$ cat config.mk
export PLATFORM = sky130hd
export DESIGN_NAME = vrt_ctrl
export DESIGN_NICKNAME = d
export VERILOG_FILES = /design/src/rtl/vrt_pkg.sv /design/src/rtl/vrt_ctrl.sv
export SDC_FILE = /design/constraint.sdc
export NUM_CORES = 1
export LEC_CHECK = 0
export BUFFER_PORTS_ARGS = -buffer_cell sky130_fd_sc_hd__buf_2
export CORE_AREA = 8 8 45 47
export DETAILED_ROUTE_END_ITERATION = 8
export DIE_AREA = 0 0 53 55
export PLACE_DENSITY = 0.57
export SKIP_CTS_REPAIR_TIMING = 1
export SYNTH_ARGS = -nofsm -noshare
export SYNTH_HDL_FRONTEND = slang
export SYNTH_SLANG_ARGS = --single-unit
$ cat constraint.sdc
create_clock -name clock -period 1.95 [get_ports clock]
set_input_delay 0.4875 -clock clock [delete_from_list [all_inputs] [get_ports clock]]
set_output_delay 0.4875 -clock clock [all_outputs]
set_load 0.05 [all_outputs]
$ cat src/rtl/vrt_pkg.sv
// Shared types and constants of the voxel ray traversal block.
package vrt_pkg;

   localparam int POS_W = 15;   // ray start and end coordinates
   localparam int IDX_W = 5;    // voxel and hit cell indices
   localparam int NRM_W = 2;    // signed face normal components

   typedef enum logic [2:0] {
      ST_CLEAR,
      ST_IDLE,
      ST_CHECK,
      ST_MUL,
      ST_STEP,
      ST_READ,
      ST_EVAL,
      ST_FIN
   } vrt_state_type;

   typedef struct packed {
      logic clear_en;
      logic load;
      logic do_mul;
      logic do_step;
      logic do_read;
      logic set_hit;
      logic fin_load;
   } vrt_cmd_type;

   typedef struct packed {
      logic clr_last;
      logic at_end;
      logic at_limit;
      logic out_grid;
      logic solid;
   } vrt_status_type;

endpackage

$ cat src/rtl/vrt_ctrl.sv
// Sequencer that steps the ray walk through multiply, step, read and test.
module vrt_ctrl
   import vrt_pkg::*;
(
   input  logic           clock,
   input  logic           reset,
   input  logic           req_valid,
   input  logic           req_mode,
   output logic           req_ready,
   input  logic           rsp_free,
   input  vrt_status_type status,
   output vrt_cmd_type    cmd
);

   vrt_state_type state_ff, state_in;

   always_comb begin
      state_in = state_ff;
      unique case (state_ff)
         ST_CLEAR: begin
            if (status.clr_last) state_in = ST_IDLE;
         end
         ST_IDLE: begin
            if (req_valid) state_in = req_mode ? ST_CHECK : ST_FIN;
         end
         ST_CHECK: begin
            if (status.at_end || status.at_limit) state_in = ST_FIN;
            else state_in = ST_MUL;
         end
         ST_MUL:  state_in = ST_STEP;
         ST_STEP: state_in = ST_READ;
         ST_READ: begin
            if (status.out_grid) state_in = ST_FIN;
            else state_in = ST_EVAL;
         end
         ST_EVAL: begin
            if (status.solid) state_in = ST_FIN;
            else state_in = ST_CHECK;
         end
         ST_FIN: begin
            if (rsp_free) state_in = ST_IDLE;
         end
         default: state_in = ST_IDLE;
      endcase
   end

   always_comb begin
      req_ready    = (state_ff == ST_IDLE);
      cmd.clear_en = (state_ff == ST_CLEAR);
      cmd.load     = (state_ff == ST_IDLE) && req_valid;
      cmd.do_mul   = (state_ff == ST_MUL);
      cmd.do_step  = (state_ff == ST_STEP);
      cmd.do_read  = (state_ff == ST_READ) && !status.out_grid;
      cmd.set_hit  = (state_ff == ST_EVAL) && status.solid;
      cmd.fin_load = (state_ff == ST_FIN) && rsp_free;
   end

   always_ff @(posedge clock) begin
      if (reset) state_ff <= ST_CLEAR;
      else state_ff <= state_in;
   end

`ifndef SYNTHESIS
   a_step_reads: assert property (@(posedge clock) disable iff (reset)
      (state_ff == ST_STEP) |=> (state_ff == ST_READ)) else $error("step not followed by read");
   a_accept_leaves_idle: assert property (@(posedge clock) disable iff (reset)
      (req_valid && req_ready) |=> (state_ff == ST_CHECK || state_ff == ST_FIN))
      else $error("accepted item did not start");
   a_fin_holds: assert property (@(posedge clock) disable iff (reset)
      (state_ff == ST_FIN && !rsp_free) |=> (state_ff == ST_FIN))
      else $error("result dropped while output busy");
`endif

endmodule

---- After elaboration in Yosys (flattened, before gate mapping) ----
Index checks and enable logic that the tools add are counted.
cells by class
  reductions and logical operators ........ 8
  equal/unequal tests ..................... 10
  multiplexer cells ....................... 8
operator list
  kind                count
  $pmux 3 s8          1
  $mux 3              6
  $eq 3x3->1 const B  4
  $eq 3x2->1 const B  2
  $ne 2x2->1 const B  3
  $logic_and 1x1->1   4
  $eq 3x1->1 const B  1
  $logic_not 3->1     1
  $reduce_and 3->1    1
  $logic_not 1->1     1
  $logic_or 1x1->1    1
  $mux 1              1
storage, ports and cells
  input port bits ......................... 10
  output and inout port bits .............. 8
  register bits ........................... 3
  word-level logic and storage cells ...... 27

---- Logic depth before layout (Yosys ltp) ----
  depth after elaboration ................. 3
  mapped depth ............................ 5
  gate-level depth less buffers ........... 4

---- Worst setup path before layout ----
Ideal clock, no wire load.
  kind .................................... flip-flop to output port
  from .................................... reg state_ff[2]
  to ...................................... out cmd[2] (netlist bit)
  path slack .............................. -738 ps
  buffers on the path ..................... 1
  cell stages (with the launch flop) ...... 4
  required time ........................... 1462 ps
  arrival ................................. 2200 ps
  cells stage by stage .................... dfxtp_1 buf_4 inv_2 nor4b_1
RTL lines
  element                   RTL line        source
  start: declaration        vrt_ctrl.sv:15  vrt_state_type state_ff, state_in;
  start signal: assignment  vrt_ctrl.sv:60  else state_ff <= state_in;
  end: declaration          vrt_ctrl.sv:12  output vrt_cmd_type cmd

==> flow_metrics.py <==
metrics = {
    "drt": {
        "drt_iter0_markers": 7,
        "viasPerCell": 5.041,
        "drtPass1Iterations": 4,
        "wl_per_cell_um": 12.58,
        "antenna_left": 0,
        "wl_um": 918,
        "vias": 368,
        "route.detailed.drc": 0,
    },
    "timing": {
        "tightestPinTransition_ps": 254.3,
        "period_share_pct": 93.76,
        "hold_slack_ps": 444.8,
        "rsz0062_at_grt": "false",
        "clock.fmax_mhz": 547.0,
        "maxSlewViolCount": 0,
        "setup_viol": 0,
        "worst_slack_ps": 121.8,
        "slew_headroom_pct": 83.16,
        "hold_violations": 0,
        "clock_skew_ps": 4.299,
        "period_needed_ps": 1828,
    },
    "die": {
        "dieArea_mm2": 0.002915,
        "die_x_um": 53,
        "die_h_um": 55,
        "rows": 14,
        "core_region_area_mm2": 0.001384,
        "initial_core_util_pct": 21.34,
        "num_io_pins": 18,
    },
    "yosys": {
        "ys_seq_area_share_pct": 20.34,
        "synth_top_area_share_pct": 20.34,
        "ys_ff_latch": 3,
        "yosys.area.top_type": "dfxtp_1",
        "yosysWarnings": 0,
        "synthesis.nets": 48,
        "netlist_area_um2": 295.3,
        "ys_types": 28,
        "synth.top_cells.by_area": "dfxtp_1, nor2_1, a221oi_1",
        "synth_area_per_cell_um2": 7.771,
        "synthesis.instances": 38,
    },
    "clock_tree": {
        "clk_latency_ps": 230,
        "numCtsBuffers": 3,
        "cts_root_buffer": "clkbuf_4",
        "tritoncts": "done",
        "clock_sinks": 3,
        "clockBufferDepth": 2,
        "cts.clk_slew.worst_paths_ps": 40,
        "ctsHtreeMaxLevel": 1,
    },
    "power": {
        "ir_drop_uv": 352.6,
        "p_leak_nw": 0.2075,
        "power_density_mw_per_mm2": 1114,
        "p_total_mw": 0.4738,
    },
    "critical_path": {
        "startpoint": "state_ff[2]",
        "crit_fanout": 9,
        "worst_setup_path_start_kind": "flop",
        "worstPathRequired_ps": 1460,
        "crit_type": "flop to primary output",
        "reg2regPathDepth": 4,
        "reg2reg_from": "state_ff[0]",
        "critPathCaptureType": "primary output",
        "crit_arrival_ps": 1340,
    },
    "layout": {
        "top_regs": "state_ff: 3 flops",
        "final_cell_mix": "buf_2, nor2_1, clkbuf_4",
        "regMostFlops": "state_ff",
        "fin_nets": 68,
        "antenna_cells": 0,
        "largest_register_ff_count": 3,
        "syn2layout_area_growth_pct": 44.07,
        "final_cell_area_um2": 425.4,
        "nFillCells": 163,
        "final_common_cell": "buf_2",
        "layout-drive-gt1-share_pct": 52.63,
    },
    "place": {
        "postPlaceCellArea_um2": 394.1,
        "routabilityCongestion": 0.8293,
        "pre_cts_ws_ps": 240.3,
        "dpl.hpwl_um": 754.8,
        "io_buffers": 17,
    },
    "worst_hold_path": {
        "hold_class": "input port to flop",
        "hp-start": "reset",
        "hold_depth": 2,
    },
    "run": {
        "max_cap_viol_count": 0,
    },
    "global_route": {
        "grt_max_degree": 13,
        "grt_overflow": 0,
        "grtUsageTotal_pct": 6.550,
        "antenna_found_initial": 0,
        "grt_pass1_vias": 336,
        "grt_pass1_wl_um": 1393,
    },
    "outcome": {
        "status": "finished, final reports clean",
    },
}
[routing by layer]
| layer | global-route usage (%) | wire, um |
|---|---|---|
| met5 | 0 | 0 |
| met4 | 5.172 | 10 |
| met3 | 3.743 | 114 |
| met2 | 9.961 | 426 |
| met1 | 6.515 | 366 |
[per-stage QoR]
stage | setup TNS [ps] | util, % | instances
final | 0 | 30.74 | 73
after floorplan | -312.4 | - | 38
after global placement | 0 | 28.48 | 69
after global routing | 0 | 30.74 | 73
after CTS | -11.17 | 30.38 | 73
after detailed placement | 0 | 28.48 | 69
[kinds of logic after synthesis]
logic type / after synthesis / synth area share, %
DFF: 3 / 20.34
AOI/OAI and AO/OA: 10 / 26.27
and+or+nand+nor: 18 / 38.14
muxes: 1 / 3.390
buffers and inverters: 6 / 11.86
[cell usage after synthesis]
cell type,n
a21oi_1,2
a221oi_1,2
a221oi_2,1
a32o_1,1
and2_1,1
and2_4,1
and3_1,1
and4b_1,1
buf_2,1
buf_4,1
buf_6,1
clkbuf_1,1
dfxtp_1,3
inv_1,1
inv_2,1
mux2i_1,1
nand2_1,1
nand3_1,1
nand3b_1,1
nor2_1,5
nor2b_4,1
nor3_1,2
nor4b_1,1
o211ai_1,1
o21a_1,1
o21ai_0,2
or3_1,1
or4_1,1
[worst max-delay path: stages (launching register included)]
cell and delay (ps):
dfxtp_2 420, inv_2 80, nor4b_2 290, buf_2 310
[final timing paths]
kind	to	slack, ps
min reg2reg	state_ff[2]	670
max	cmd[2]	120
min	state_ff[0]	440
max reg2reg	state_ff[0]	530
[power by group]
part | internal, mW | switching (mW) | total [mW] | leakage, nW
combinational | 0.0898 | 0.165 | 0.255 | 0.167
clock | 0.0767 | 0.0325 | 0.109 | 0.0150
sequential | 0.0782 | 0.0312 | 0.109 | 0.0255
total | 0.245 | 0.229 | 0.474 | 0.208
[final cells by class]
cell class                      instances  area [um^2]  share of cell area (%)
Clock buffer                            4        26.28                   6.176
Inverter                                2        7.507                   1.765
Multi-Input combinational cell         29        209.0                   49.12
Sequential cell                         3        62.56                   14.71
Tap cell                               16        20.02                   4.706
Timing Repair Buffer                   19        100.1                   23.53
Note: power is estimated with default switching activity, not from simulation.
